$ cat src/hdl/assert_macros.svh
// Assertion macros shared by the deframer RTL.
// Included by every module that checks its own logic; no other dependencies.
`ifndef ASSERT_MACROS_SVH
`define ASSERT_MACROS_SVH
`ifndef SYNTH
`define ASSERT_CLK(lbl, clk, rst_n, prop, msg) \
  lbl: assert property (@(posedge clk) disable iff (!rst_n) prop) else $error(msg);
`define ASSERT_NEXT(lbl, clk, rst_n, ante, cons, msg) \
  lbl: assert property (@(posedge clk) disable iff (!rst_n) (ante) |=> (cons)) else $error(msg);
`else
`define ASSERT_CLK(lbl, clk, rst_n, prop, msg)
`define ASSERT_NEXT(lbl, clk, rst_n, ante, cons, msg)
`endif
`endif

$ cat src/hdl/h4dfr_pkg.sv
// Package for the H4 deframer: widths, packet kind codes, register map,
// queue entry type. No dependencies.
`timescale 1ns / 1ps

package h4dfr_pkg;

  localparam int DATA_W  = 8;
  localparam int KIND_W  = 3;
  localparam int FLEN_W  = 11;
  localparam int LEN_W   = 17;
  localparam int CFG_W   = 16;
  localparam int ADDR_W  = 2;
  localparam int PDATA_W = 32;
  localparam int BURST_N = 4;
  localparam int IDX_W   = 2;

  localparam int MAX_FRAME_DEF   = 1024;
  localparam int QUEUE_DEPTH_DEF = 5;

  localparam logic [CFG_W-1:0]  MAX_DELIVER_RST = 16'd512;
  localparam logic [ADDR_W-1:0] REG_MAX_DELIVER = 2'd0;

  localparam logic [KIND_W-1:0] KIND_CMD = 3'd1;
  localparam logic [KIND_W-1:0] KIND_ACL = 3'd2;
  localparam logic [KIND_W-1:0] KIND_SCO = 3'd3;
  localparam logic [KIND_W-1:0] KIND_EVT = 3'd4;
  localparam logic [KIND_W-1:0] KIND_ISO = 3'd5;

  // one queue entry: a header burst of 2..4 bytes or a single payload byte
  typedef struct packed {
    logic [KIND_W-1:0]              kind;
    logic [FLEN_W-1:0]              length;
    logic [IDX_W-1:0]               last_idx;
    logic                           first;
    logic                           last;
    logic [BURST_N-1:0][DATA_W-1:0] bytes;
  } entry_t;

endpackage

$ cat src/hdl/h4dfr_front.sv
// Front end of the H4 deframer: hunts for indicators, collects the header,
// works out the frame length and pushes header bursts and payload bytes.
// Depends on h4dfr_pkg and assert_macros.svh.
`timescale 1ns / 1ps
`include "assert_macros.svh"

module h4dfr_front import h4dfr_pkg::*; #(
  parameter int MAX_FRAME = MAX_FRAME_DEF
) (
  input  logic              clk,
  input  logic              rst_n,
  input  logic              in_valid,
  output logic              in_ready,
  input  logic [DATA_W-1:0] in_rx_byte,
  input  logic [CFG_W-1:0]  max_deliver,
  input  logic              full,
  output logic              push,
  output entry_t            push_data
);

  localparam int CNT_W = $clog2(MAX_FRAME + 1);

  typedef enum logic [2:0] {
    PH_HUNT = 3'b001,
    PH_HDR  = 3'b010,
    PH_BODY = 3'b100
  } phase_t;

  phase_t                       phase_r, phase_nxt;
  logic [KIND_W-1:0]            kind_r, kind_nxt;
  logic [CNT_W-1:0]             rcv_r, rcv_nxt;
  logic [CNT_W-1:0]             need_r, need_nxt;
  logic                         swallow_r, swallow_nxt;
  logic [2:0][DATA_W-1:0]       hold_r;
  logic                         acc;
  logic                         hdr_done;
  logic [LEN_W-1:0]             len;
  logic [LEN_W-1:0]             need_ext;
  logic [IDX_W-1:0]             burst_last;
  logic                         done;

  assign in_ready = !full;
  assign acc      = in_valid && in_ready;
  assign need_ext = LEN_W'(need_r);

  always_comb begin
    rcv_nxt = (rcv_r < CNT_W'(MAX_FRAME)) ? rcv_r + 1'b1 : rcv_r;
    case (kind_r)
      KIND_CMD, KIND_SCO: begin
        hdr_done   = (rcv_nxt == CNT_W'(3));
        len        = LEN_W'(3) + LEN_W'(in_rx_byte);
        burst_last = IDX_W'(2);
      end
      KIND_EVT: begin
        hdr_done   = (rcv_nxt == CNT_W'(2));
        len        = LEN_W'(2) + LEN_W'(in_rx_byte);
        burst_last = IDX_W'(1);
      end
      KIND_ACL, KIND_ISO: begin
        hdr_done   = (rcv_nxt == CNT_W'(4));
        len        = LEN_W'(4) + LEN_W'({in_rx_byte, hold_r[2]});
        burst_last = IDX_W'(3);
      end
      default: begin
        hdr_done   = 1'b0;
        len        = '0;
        burst_last = '0;
      end
    endcase
  end

  always_comb begin
    phase_nxt   = phase_r;
    kind_nxt    = kind_r;
    need_nxt    = need_r;
    swallow_nxt = swallow_r;
    done        = 1'b0;
    push        = 1'b0;
    push_data   = '0;
    push_data.kind = kind_r;
    case (phase_r)
      PH_HUNT: begin
        if (acc && in_rx_byte >= DATA_W'(KIND_CMD) && in_rx_byte <= DATA_W'(KIND_ISO)) begin
          kind_nxt    = in_rx_byte[KIND_W-1:0];
          swallow_nxt = 1'b0;
          need_nxt    = '0;
          phase_nxt   = PH_HDR;
        end
      end
      PH_HDR: begin
        if (acc && hdr_done) begin
          if (len > LEN_W'(MAX_FRAME)) begin
            phase_nxt = PH_HUNT;
          end else begin
            done      = LEN_W'(rcv_nxt) >= len;
            need_nxt  = len[CNT_W-1:0];
            phase_nxt = done ? PH_HUNT : PH_BODY;
            if (len > LEN_W'(max_deliver)) begin
              swallow_nxt = 1'b1;
            end else begin
              push               = 1'b1;
              push_data.length   = len[FLEN_W-1:0];
              push_data.last_idx = burst_last;
              push_data.first    = 1'b1;
              push_data.last     = done;
              push_data.bytes[0] = hold_r[0];
              push_data.bytes[1] = (kind_r == KIND_EVT) ? in_rx_byte : hold_r[1];
              push_data.bytes[2] = (kind_r == KIND_CMD || kind_r == KIND_SCO) ?
                                   in_rx_byte : hold_r[2];
              push_data.bytes[3] = in_rx_byte;
            end
            if (done) begin
              need_nxt    = '0;
              swallow_nxt = 1'b0;
            end
          end
        end
      end
      PH_BODY: begin
        if (acc) begin
          done               = rcv_nxt >= need_r;
          push               = !swallow_r;
          push_data.length   = need_ext[FLEN_W-1:0];
          push_data.last_idx = '0;
          push_data.first    = 1'b0;
          push_data.last     = done;
          push_data.bytes[0] = in_rx_byte;
          if (done) begin
            phase_nxt   = PH_HUNT;
            need_nxt    = '0;
            swallow_nxt = 1'b0;
          end
        end
      end
      default: begin
        phase_nxt = PH_HUNT;
      end
    endcase
  end

  always_ff @(posedge clk) begin
    if (!rst_n) begin
      phase_r   <= PH_HUNT;
      kind_r    <= '0;
      rcv_r     <= '0;
      need_r    <= '0;
      swallow_r <= 1'b0;
    end else begin
      phase_r   <= phase_nxt;
      kind_r    <= kind_nxt;
      need_r    <= need_nxt;
      swallow_r <= swallow_nxt;
      if (phase_r == PH_HUNT) begin
        rcv_r <= '0;
      end else if (acc) begin
        rcv_r <= rcv_nxt;
      end
    end
  end

  always_ff @(posedge clk) begin
    if (acc && phase_r == PH_HDR && rcv_r < CNT_W'(3)) begin
      hold_r[rcv_r[1:0]] <= in_rx_byte;
    end
  end

  `ASSERT_CLK(a_hdr_count, clk, rst_n, (phase_r == PH_HDR) |-> (rcv_r <= CNT_W'(3)), "header count overrun")
  `ASSERT_CLK(a_hunt_clean, clk, rst_n, (phase_r == PH_HUNT) |-> (need_r == '0 && !swallow_r), "hunting with frame state left")

endmodule

$ cat src/hdl/h4dfr_queue.sv
// Short FIFO of deframer entries between the front and back ends.
// Depends on h4dfr_pkg and assert_macros.svh.
`timescale 1ns / 1ps
`include "assert_macros.svh"

module h4dfr_queue import h4dfr_pkg::*; #(
  parameter int DEPTH = QUEUE_DEPTH_DEF
) (
  input  logic   clk,
  input  logic   rst_n,
  input  logic   push,
  input  entry_t push_data,
  input  logic   pop,
  output entry_t head,
  output logic   empty,
  output logic   full
);

  localparam int PTR_W = $clog2(DEPTH);
  localparam int CNT_W = $clog2(DEPTH + 1);

  entry_t             mem_r [DEPTH];
  logic [PTR_W-1:0]   wr_ptr_r, rd_ptr_r;
  logic [CNT_W-1:0]   cnt_r;
  logic               do_push, do_pop;

  assign empty   = (cnt_r == '0);
  assign full    = (cnt_r == CNT_W'(DEPTH));
  assign do_push = push && !full;
  assign do_pop  = pop && !empty;
  assign head    = mem_r[rd_ptr_r];

  always_ff @(posedge clk) begin
    if (!rst_n) begin
      wr_ptr_r <= '0;
      rd_ptr_r <= '0;
      cnt_r    <= '0;
    end else begin
      if (do_push) begin
        wr_ptr_r <= (wr_ptr_r == PTR_W'(DEPTH - 1)) ? '0 : wr_ptr_r + 1'b1;
      end
      if (do_pop) begin
        rd_ptr_r <= (rd_ptr_r == PTR_W'(DEPTH - 1)) ? '0 : rd_ptr_r + 1'b1;
      end
      if (do_push && !do_pop) begin
        cnt_r <= cnt_r + 1'b1;
      end else if (do_pop && !do_push) begin
        cnt_r <= cnt_r - 1'b1;
      end
    end
  end

  always_ff @(posedge clk) begin
    if (do_push) begin
      mem_r[wr_ptr_r] <= push_data;
    end
  end

  `ASSERT_CLK(a_cnt_max, clk, rst_n, cnt_r <= CNT_W'(DEPTH), "queue count above depth")
  `ASSERT_NEXT(a_cnt_up, clk, rst_n, do_push && !do_pop, cnt_r == $past(cnt_r) + 1'b1, "queue count missed a push")

endmodule

$ cat src/hdl/h4dfr_back.sv
// Back end of the H4 deframer: unpacks queue entries into one output
// transfer per byte with first and last marks. Depends on h4dfr_pkg and assert_macros.svh.
`timescale 1ns / 1ps
`include "assert_macros.svh"

module h4dfr_back import h4dfr_pkg::*; (
  input  logic              clk,
  input  logic              rst_n,
  input  entry_t            head,
  input  logic              empty,
  output logic              pop,
  output logic              out_valid,
  input  logic              out_ready,
  output logic [KIND_W-1:0] out_frame_kind,
  output logic [DATA_W-1:0] out_frame_byte,
  output logic              out_first_of_frame,
  output logic              out_last_of_frame,
  output logic [FLEN_W-1:0] out_frame_length
);

  entry_t           cur_r;
  logic             cur_vld_r;
  logic [IDX_W-1:0] idx_r;
  logic             at_last;
  logic             xfer;

  assign at_last = (idx_r == cur_r.last_idx);
  assign xfer    = cur_vld_r && out_ready;
  assign pop     = !empty && (!cur_vld_r || (xfer && at_last));

  always_ff @(posedge clk) begin
    if (!rst_n) begin
      cur_vld_r <= 1'b0;
      idx_r     <= '0;
    end else if (pop) begin
      cur_vld_r <= 1'b1;
      idx_r     <= '0;
    end else if (xfer) begin
      if (at_last) begin
        cur_vld_r <= 1'b0;
      end else begin
        idx_r <= idx_r + 1'b1;
      end
    end
  end

  always_ff @(posedge clk) begin
    if (pop) begin
      cur_r <= head;
    end
  end

  assign out_valid          = cur_vld_r;
  assign out_frame_kind     = cur_r.kind;
  assign out_frame_byte     = cur_r.bytes[idx_r];
  assign out_first_of_frame = cur_r.first && (idx_r == '0);
  assign out_last_of_frame  = cur_r.last && at_last;
  assign out_frame_length   = cur_r.length;

  `ASSERT_CLK(a_idx_range, clk, rst_n, cur_vld_r |-> (idx_r <= cur_r.last_idx), "burst index past entry end")

endmodule

$ cat src/hdl/hci_uart_h4_deframer.sv
// H4 UART deframer top level: max_deliver register on an APB-style port,
// front end, entry queue and back end. Depends on h4dfr_pkg and submodules.
//
// Takes one received byte per cycle whenever in_ready is high and emits the
// frame bytes (indicator stripped) one transfer per cycle while out_ready is
// high. Unless the frame is longer than max_deliver or MAX_FRAME, a byte that
// completes a header produces a burst of 2 to 4 transfers and every payload
// byte produces one. in_ready drops only when the QUEUE_DEPTH-entry queue
// between the parser and the output stage is full; with out_ready held high
// the queue never holds more than four entries, so the input sustains one
// byte per cycle. Write max_deliver only while no frame is in progress.
`timescale 1ns / 1ps

module hci_uart_h4_deframer import h4dfr_pkg::*; #(
  parameter int MAX_FRAME   = MAX_FRAME_DEF,
  parameter int QUEUE_DEPTH = QUEUE_DEPTH_DEF
) (
  input  logic               clk,
  input  logic               rst_n,
  input  logic               psel,
  input  logic               penable,
  input  logic               pwrite,
  input  logic [ADDR_W-1:0]  paddr,
  input  logic [PDATA_W-1:0] pwdata,
  output logic [PDATA_W-1:0] prdata,
  output logic               pready,
  input  logic               in_valid,
  output logic               in_ready,
  input  logic [DATA_W-1:0]  in_rx_byte,
  output logic               out_valid,
  input  logic               out_ready,
  output logic [KIND_W-1:0]  out_frame_kind,
  output logic [DATA_W-1:0]  out_frame_byte,
  output logic               out_first_of_frame,
  output logic               out_last_of_frame,
  output logic [FLEN_W-1:0]  out_frame_length
);

  logic [CFG_W-1:0] max_deliver_r;
  logic             push, pop, full, empty;
  entry_t           push_data, head;

  assign pready = 1'b1;
  assign prdata = (paddr == REG_MAX_DELIVER) ? PDATA_W'(max_deliver_r) : '0;

  always_ff @(posedge clk) begin
    if (!rst_n) begin
      max_deliver_r <= MAX_DELIVER_RST;
    end else if (psel && penable && pwrite && pready && paddr == REG_MAX_DELIVER) begin
      max_deliver_r <= pwdata[CFG_W-1:0];
    end
  end

  h4dfr_front #(
    .MAX_FRAME (MAX_FRAME)
  ) u_front (
    .clk         (clk),
    .rst_n       (rst_n),
    .in_valid    (in_valid),
    .in_ready    (in_ready),
    .in_rx_byte  (in_rx_byte),
    .max_deliver (max_deliver_r),
    .full        (full),
    .push        (push),
    .push_data   (push_data)
  );

  h4dfr_queue #(
    .DEPTH (QUEUE_DEPTH)
  ) u_queue (
    .clk       (clk),
    .rst_n     (rst_n),
    .push      (push),
    .push_data (push_data),
    .pop       (pop),
    .head      (head),
    .empty     (empty),
    .full      (full)
  );

  h4dfr_back u_back (
    .clk                (clk),
    .rst_n              (rst_n),
    .head               (head),
    .empty              (empty),
    .pop                (pop),
    .out_valid          (out_valid),
    .out_ready          (out_ready),
    .out_frame_kind     (out_frame_kind),
    .out_frame_byte     (out_frame_byte),
    .out_first_of_frame (out_first_of_frame),
    .out_last_of_frame  (out_last_of_frame),
    .out_frame_length   (out_frame_length)
  );

endmodule

$ cat config.mk
export PLATFORM = sky130hd
export DESIGN_NAME = hci_uart_h4_deframer
export DESIGN_NICKNAME = d
export VERILOG_FILES = /design/src/hdl/h4dfr_pkg.sv /design/src/hdl/h4dfr_front.sv /design/src/hdl/h4dfr_queue.sv /design/src/hdl/h4dfr_back.sv /design/src/hdl/hci_uart_h4_deframer.sv
export VERILOG_INCLUDE_DIRS = /design/src /design/src/hdl
export SDC_FILE = /design/constraint.sdc
export NUM_CORES = 1
export LEC_CHECK = 0
export BUFFER_PORTS_ARGS = -buffer_cell sky130_fd_sc_hd__buf_2
export CORE_MARGIN = 10
export CORE_UTILIZATION = 44
export CTS_CLUSTER_DIAMETER = 30
export DETAILED_ROUTE_END_ITERATION = 10
export GPL_ROUTABILITY_DRIVEN = 1
export PLACE_DENSITY_LB_ADDON = 0.12
export SETUP_SLACK_MARGIN = 0.02
export SKIP_LAST_GASP = 1
export SLEW_MARGIN = 20
export SYNTH_ARGS = -nofsm -noshare
export SYNTH_HDL_FRONTEND = slang
export SYNTH_HIERARCHICAL = 1
export SYNTH_SLANG_ARGS = --single-unit
$ cat constraint.sdc
create_clock -name clk -period 12.4 [get_ports clk]
set_input_delay 0.62 -clock clk [delete_from_list [all_inputs] [get_ports clk]]
set_output_delay 0.62 -clock clk [all_outputs]
set_load 0.05 [all_outputs]
# Word level (Yosys, flattened, before mapping)
# Memory sizes are Yosys's and may differ from the RTL's. A register that Yosys moved wholly into a read port is not among the register bits.
# Cells that the tools add are included.
# W data, S select, Z words.
# word_totals
reg_bits,81
mem_bits_rw,250
mem_count,1
elab_cells,158
# op_classes
n_lt_le_gt_ge,11
eq_ne,21
reduce_logical,44
n_addsub,9
mux,56
bitwise,2
# memory_table
memory,depth,word_bits,read_ports,rd_ports_with_merged_regs,write_ports,line_no,source
u_queue.mem_r,5,50,1,1,1,h4dfr_queue.sv:22,entry_t mem_r [DEPTH];
# op_table
cell,count
$mux W47,3
$mux W11,7
$pmux W17 S3,1
$mux W8,5
$pmux W11 S3,1
$mux W3,10
$pmux W15 S2,1
$bwmux W24,1
$mux W24,1
$eq A11 B2 Y1 const B,2
$logic_and A1 B1 Y1,19
$add A2 B8 Y9 const A,2
$eq A3 B3 Y1 const B,6
$add A3 B16 Y17 const A,1
$ge A11 B17 Y1,1
$gt A17 B11 Y1 const B,1
$gt A17 B16 Y1,1
$bmux W8 S2,1
$demux W8 S2,1
$mux W1,16
$mux W16,1
$pmux W8 S2,1
$mux W15,1
$add A11 B1 Y11 const B,1
33 further kinds,58

# Longest topological paths before layout
# logic_depth
ltp_word,13
mapped_depth,26
depth_no_buf,23

# Hierarchy
# The synthesis kept the hierarchy.
# by_module_without_submodules
module,cells_per_inst,instances,seq_area_each_um2,area_per_inst_um2
h4dfr_queue,434,1,7747.4,9952.0
h4dfr_front,605,1,1301.2,4909.7
h4dfr_back,97,1,1561.5,2024.4
hci_uart_h4_deframer,108,1,320.3,910.9

# Worst setup path after synthesis
# Ideal clock, no wire load.
# synth_timing
path_type,in2reg
startpoint,input port in_rx_byte[1]
endpoint,memory u_queue/mem_r[1][0] in the netlist's numbering (enable)
setup_slack_ns,3.109
arrival_ns,8.709
stages,18
required_time_ns,11.818
n_path_buf,3
path_cell_list,ha_1 -> inv_1 -> or3_1 -> buf_2 -> or3_1 -> a21oi_1 -> ha_1 -> nand3_1 -> nor2_1 -> a2111oi_0 -> o211ai_1 -> and2_1 -> or3_1 -> buf_6 -> buf_6 -> o21ai_1 -> nand2_1 -> nor4_1
# synth_via
elab_chain_len,10
# synth_lines
item,line_no,source
"start, declared",hci_uart_h4_deframer.sv:29,"input logic [DATA_W-1:0] in_rx_byte,"
$add A3 B16 Y17 (tied with other cells),h4dfr_front.sv:61,"len = LEN_W'(4) + LEN_W'({in_rx_byte, hold_r[2]});"
$pmux W17 S3 *,h4dfr_front.sv:48,case (kind_r)
$gt A17 B16 Y1,h4dfr_front.sv:98,if (len > LEN_W'(max_deliver)) begin
$mux W1,h4dfr_front.sv:98,
$mux W1 *,h4dfr_front.sv:92,if (len > LEN_W'(MAX_FRAME)) begin
$mux W1 *,h4dfr_front.sv:91,if (acc && hdr_done) begin
$pmux W1 S2 *,h4dfr_front.sv:81,case (phase_r)
net push,hci_uart_h4_deframer.sv:40,"logic push, pop, full, empty;"
$logic_and A1 B1 Y1 *,h4dfr_queue.sv:29,assign do_push = push && !full;
$mux W1 *,h4dfr_queue.sv:54,if (do_push) begin
$mux W1 (not written as such) *,h4dfr_queue.sv:55,mem_r[wr_ptr_r] <= push_data;
"end, declared",h4dfr_queue.sv:22,
# Mark *: on every way through the listed nets, which the timed path passes. The rest lies on a longest branch.

# Worst setup path after layout
# layout_timing
startpoint,register u_front.kind_r[2]
endpoint,register u_queue.cnt_r[2]
# layout_via
elab_chain_len,12
# layout_lines
item,line_no,source
"start, declared",h4dfr_front.sv:30,"logic [KIND_W-1:0] kind_r, kind_nxt;"
"start signal, assigned",h4dfr_front.sv:150,kind_r <= kind_nxt;
$eq A3 B2 Y1 (tied with other cells),h4dfr_front.sv:48,
$reduce_or A2 Y1,h4dfr_front.sv:48,
$pmux W17 S3,h4dfr_front.sv:48,
$gt A17 B16 Y1,h4dfr_front.sv:98,
$mux W1,h4dfr_front.sv:98,
$mux W1,h4dfr_front.sv:92,
$mux W1 *,h4dfr_front.sv:91,
$pmux W1 S2 *,h4dfr_front.sv:81,
net push,hci_uart_h4_deframer.sv:40,
$logic_and A1 B1 Y1 *,h4dfr_queue.sv:29,
net u_queue.do_push,h4dfr_queue.sv:25,"logic do_push, do_pop;"
$logic_not A1 Y1,h4dfr_queue.sv:47,end else if (do_pop && !do_push) begin
$logic_and A1 B1 Y1,h4dfr_queue.sv:47,
$reduce_bool A2 Y1 (no line),--,
"end signal, assigned",h4dfr_queue.sv:46,cnt_r <= cnt_r + 1'b1;
"end signal, assigned",h4dfr_queue.sv:48,cnt_r <= cnt_r - 1'b1;
"end, declared",h4dfr_queue.sv:24,logic [CNT_W-1:0] cnt_r;
# Marked as above.
# A chain may end at the register's enable or synchronous reset.

==> metrics.log <==
INFO  metric timing_worst_setup_path_type = reg2reg
INFO  metric io_pins = 108
INFO  metric status = complete, no violations
INFO  metric worst_hold_startpoint = pwdata[13]
INFO  metric layout_min_cycle_time = 6.55 ns
INFO  metric end_kind = register
INFO  metric grt_util_all_layers = 16.4%
INFO  metric netlist-cell-type-count = 89
INFO  metric routed_via_count = 10324
INFO  metric timing.max_slew.rel_slack = 33.7%
INFO  metric fill_cells = 3336
INFO  metric gp_routability_congestion = 0.851
INFO  metric post-route-drc-count = 0
INFO  metric p_leak = 0.00774 µW
INFO  metric fp.dieArea = 48900 µm²
INFO  metric routedWlPerCell = 20.9 µm
INFO  metric clkSinkCount = 384
INFO  metric mostFrequentLayoutCell = sky130_fd_sc_hd__edfxtp_1
INFO  metric whs = 0.295 ns
INFO  metric postCtsHoldBufs = 0
INFO  metric design.core.area = 39800 µm²
INFO  metric floorplan.initialDensity = 44.7%
INFO  metric async_flop_share = 0%
INFO  metric n_antenna_cell = 0
INFO  metric htreeDepth = 3
INFO  metric die_x = 221 µm
INFO  metric clock_skew = 0.0242 ns
INFO  metric place.detailed.instances = 1770
INFO  metric rows = 73
INFO  metric setup-tns-final = 0 ns
INFO  metric mappedNetlistArea = 17800 µm²
INFO  metric maximum_clock_rate = 0.153 GHz
INFO  metric cellPowerDensity = 177 nW/µm²
INFO  metric synth_enable_flop_cells = 324
INFO  metric hold_path.class = in2reg
INFO  metric clock_path_buffers = 3
INFO  metric clock_latency = 0.59 ns
INFO  metric tritoncts.num_buffers = 85
INFO  metric worst_ir_drop_vdd = 101 µV
INFO  metric final_core_util = 53.6%
INFO  metric critical_path_arrival = 7.05 ns
INFO  metric rsz_0062_raised_after_global_routing = false
INFO  metric clockRootBuffer = sky130_fd_sc_hd__clkbuf_16
INFO  metric grt_antenna_before_repair = 2
INFO  metric grt_pass1_wl = 63600 µm
INFO  metric postSynthAreaPerCell = 14.3 µm²
INFO  metric cts-resized-gates = 0
INFO  metric dpl_worst_slack = 5.86 ns
INFO  metric layout.area.seq = 10900 µm²
INFO  metric layout_common_cells = 324 x sky130_fd_sc_hd__edfxtp_1, 104 x sky130_fd_sc_hd__nand2_1, 87 x sky130_fd_sc_hd__clkbuf_16
INFO  metric max_cap_viol_count = 0
INFO  metric post_synthesis_cells = 1244
INFO  metric multi_input_comb_area = 6020 µm²
INFO  metric avgViaCountPerCell = 5.36
INFO  metric hold_viol_final = 0
INFO  metric firstDrtPassIters = 5
INFO  metric fraction_of_layout_instances_using_a_drive_strength_above_1 = 26.5%
INFO  metric synth_flop_cell = sky130_fd_sc_hd__edfxtp_1
INFO  metric dp.final_hpwl = 24100 µm
INFO  metric area_delta_synth_final = 19.9%
INFO  metric reg2reg_setup_slack = 5.85 ns
INFO  metric drt.antenna.violating_nets = 0
INFO  metric ys_seq_area_share = 61.4%
INFO  metric regToRegStartpoint = u_front/kind_r[2]$_SDFFE_PN0P_
INFO  metric critPathRequiredTime = 12.90 ns
INFO  metric grt_pass1_vias = 11014
INFO  metric post-cts-setup-buffer-count = 0
INFO  metric port_buffers = 74
INFO  metric fin_cells = 1925
INFO  metric totalWireLength = 40300 µm
INFO  metric reg2reg_depth = 22
INFO  metric first_iter_violations = 662
INFO  metric critical_path_peak_fanout = 20
INFO  metric report.final.setup_viol = 0
INFO  metric tritoncts_clock_tree = done
INFO  metric hold_depth = 3
INFO  metric grt_start_max_net_pins = 76
INFO  metric synth.ff_latch_count = 384
INFO  metric holdPathEnd = max_deliver_r[13]$_SDFFE_PN0P_
INFO  metric design.final.nets = 1434
INFO  metric worstMarginPinSlew = 0.994 ns
INFO  metric die_height = 221 µm
INFO  metric r2r_end = u_queue/cnt_r[2]$_SDFFE_PN0P_
INFO  metric total_of_warnings_raised_by_yosys = 6
INFO  metric grt-ovfl-total = 0
INFO  metric clk_pin_slew_worst_paths = 0.04 ns
INFO  metric min_period_over_period = 52.8%
INFO  metric setup_slack = 5.85 ns
INFO  metric max_slew_violation_count = 0
INFO  metric timing.critical_path.from_type = register
-- kinds of logic after synthesis --
group | synth area share (%)
xor gates and xnor gates | 2.06
AOI/OAI and AO/OA | 5.75
DFF | 61.4
buffers and inverters | 5.27
other | 0.0422
and+or+nand+nor | 9.20
adders and majority gates | 3.88
muxes | 12.4
-- worst max-delay path, stage by stage (launching register included) --
cell and delay, ns:
sky130_fd_sc_hd__dfxtp_1 0.76, sky130_fd_sc_hd__nor2b_1 0.64, sky130_fd_sc_hd__mux2i_1 0.16, sky130_fd_sc_hd__buf_4 0.22, sky130_fd_sc_hd__nor2_1 0.37, sky130_fd_sc_hd__ha_1 0.33
sky130_fd_sc_hd__a21o_1 0.16, sky130_fd_sc_hd__a21o_1 0.17, sky130_fd_sc_hd__a21oi_1 0.15, sky130_fd_sc_hd__nor2_1 0.06, sky130_fd_sc_hd__a2111oi_0 0.65, sky130_fd_sc_hd__o211ai_1 0.16
sky130_fd_sc_hd__and2_1 0.18, sky130_fd_sc_hd__or3_1 0.38, sky130_fd_sc_hd__o21ai_1 0.26, sky130_fd_sc_hd__nand2_1 0.29, sky130_fd_sc_hd__inv_1 0.19, sky130_fd_sc_hd__ha_1 0.21
sky130_fd_sc_hd__inv_1 0.07, sky130_fd_sc_hd__fa_1 0.39, sky130_fd_sc_hd__xor2_1 0.19, sky130_fd_sc_hd__or3_1 0.32, sky130_fd_sc_hd__a21boi_0 0.16
-- Yosys cell counts, types with 16 or more instances --
master                     count  area [µm²]
sky130_fd_sc_hd__a21oi_1      44         220
sky130_fd_sc_hd__and2_1       29         181
sky130_fd_sc_hd__buf_2        16        80.1
sky130_fd_sc_hd__buf_4        36         270
sky130_fd_sc_hd__clkbuf_1     31         116
sky130_fd_sc_hd__dfxtp_1      60        1200
sky130_fd_sc_hd__edfxtp_1    324        9730
sky130_fd_sc_hd__ha_1         52         651
sky130_fd_sc_hd__inv_1        58         218
sky130_fd_sc_hd__mux2_2       50         563
sky130_fd_sc_hd__mux2i_1      30         300
sky130_fd_sc_hd__mux4_2       53        1190
sky130_fd_sc_hd__nand2_1     104         390
sky130_fd_sc_hd__nand3_1      32         160
sky130_fd_sc_hd__nand4_1      16         100
sky130_fd_sc_hd__nor2_1       44         165
sky130_fd_sc_hd__o21ai_0      23         115
sky130_fd_sc_hd__xnor2_1      23         201
sky130_fd_sc_hd__xor2_1       17         149
-- flip-flops by register name (all words and copies together) (netlist names), named ones only --
signal and count:
u_front/phase_r 3, u_queue/rd_ptr_r 3, max_deliver_r 16, u_queue/wr_ptr_r 3
u_back/out_valid 1, u_front/rcv_r 11, u_queue/cnt_r 3, u_front/swallow_r 1
u_back/out_frame_length 11, u_front/kind_r 3, u_front/hold_r 24, u_back/cur_r 36
u_front/need_r 11, u_back/idx_r 2, u_back/out_frame_kind 3, u_queue/mem_r 250
-- power breakdown --
part | switching, µW | internal (µW)
Combinational | 40.6 | 14.5
Clock | 698 | 1630
Sequential | 1.04 | 1390
Total | 739 | 3030
-- layer usage --
metal  wire (µm)  GRT usage [%]
met1       17800           21.0
met4         848           5.77
met3        1960           3.76
met5          29              0
met2       19700           26.7
-- worst max path at each step --
| stage | end | from | cells past startpoint | slack, ns |
|---|---|---|---|---|
| after floorplan | u_queue/mem_r[1][0]$_DFFE_PP_ | in_rx_byte[1] | 18 | 3.11 |
| after global placement | u_queue/mem_r[4][44]$_DFFE_PP_ | u_front/kind_r[2]$_SDFFE_PN0P_ | 18 | 5.94 |
| after detailed placement | u_queue/cnt_r[2]$_SDFFE_PN0P_ | u_front/kind_r[2]$_SDFFE_PN0P_ | 22 | 5.86 |
| after CTS | u_queue/cnt_r[2]$_SDFFE_PN0P_ | u_front/kind_r[2]$_SDFFE_PN0P_ | 22 | 5.84 |
| after global routing | u_queue/cnt_r[2]$_SDFFE_PN0P_ | u_front/kind_r[2]$_SDFFE_PN0P_ | 22 | 5.29 |
| final | u_queue/cnt_r[2]$_SDFFE_PN0P_ | u_front/kind_r[2]$_SDFFE_PN0P_ | 22 | 5.85 |
-- cell type report --
cell class	instances	area share, %
clock buffers	101	10.7
clock inverters	54	3.42
inverters	62	1.11
multi-input cells	713	28.2
flip-flops and latches	384	51.3
well taps	525	3.08
repair buffers	86	2.16
-- per-stage QoR --
stage | power (µW) | area, µm²
final | 3770 | 21300
after detailed placement | 1460 | 18300
after floorplan | 1450 | 17900
after global routing | 3890 | 21300
after CTS | 3810 | 21300
after global placement | 1460 | 18300
Note: power is estimated with default switching activity, not from simulation.
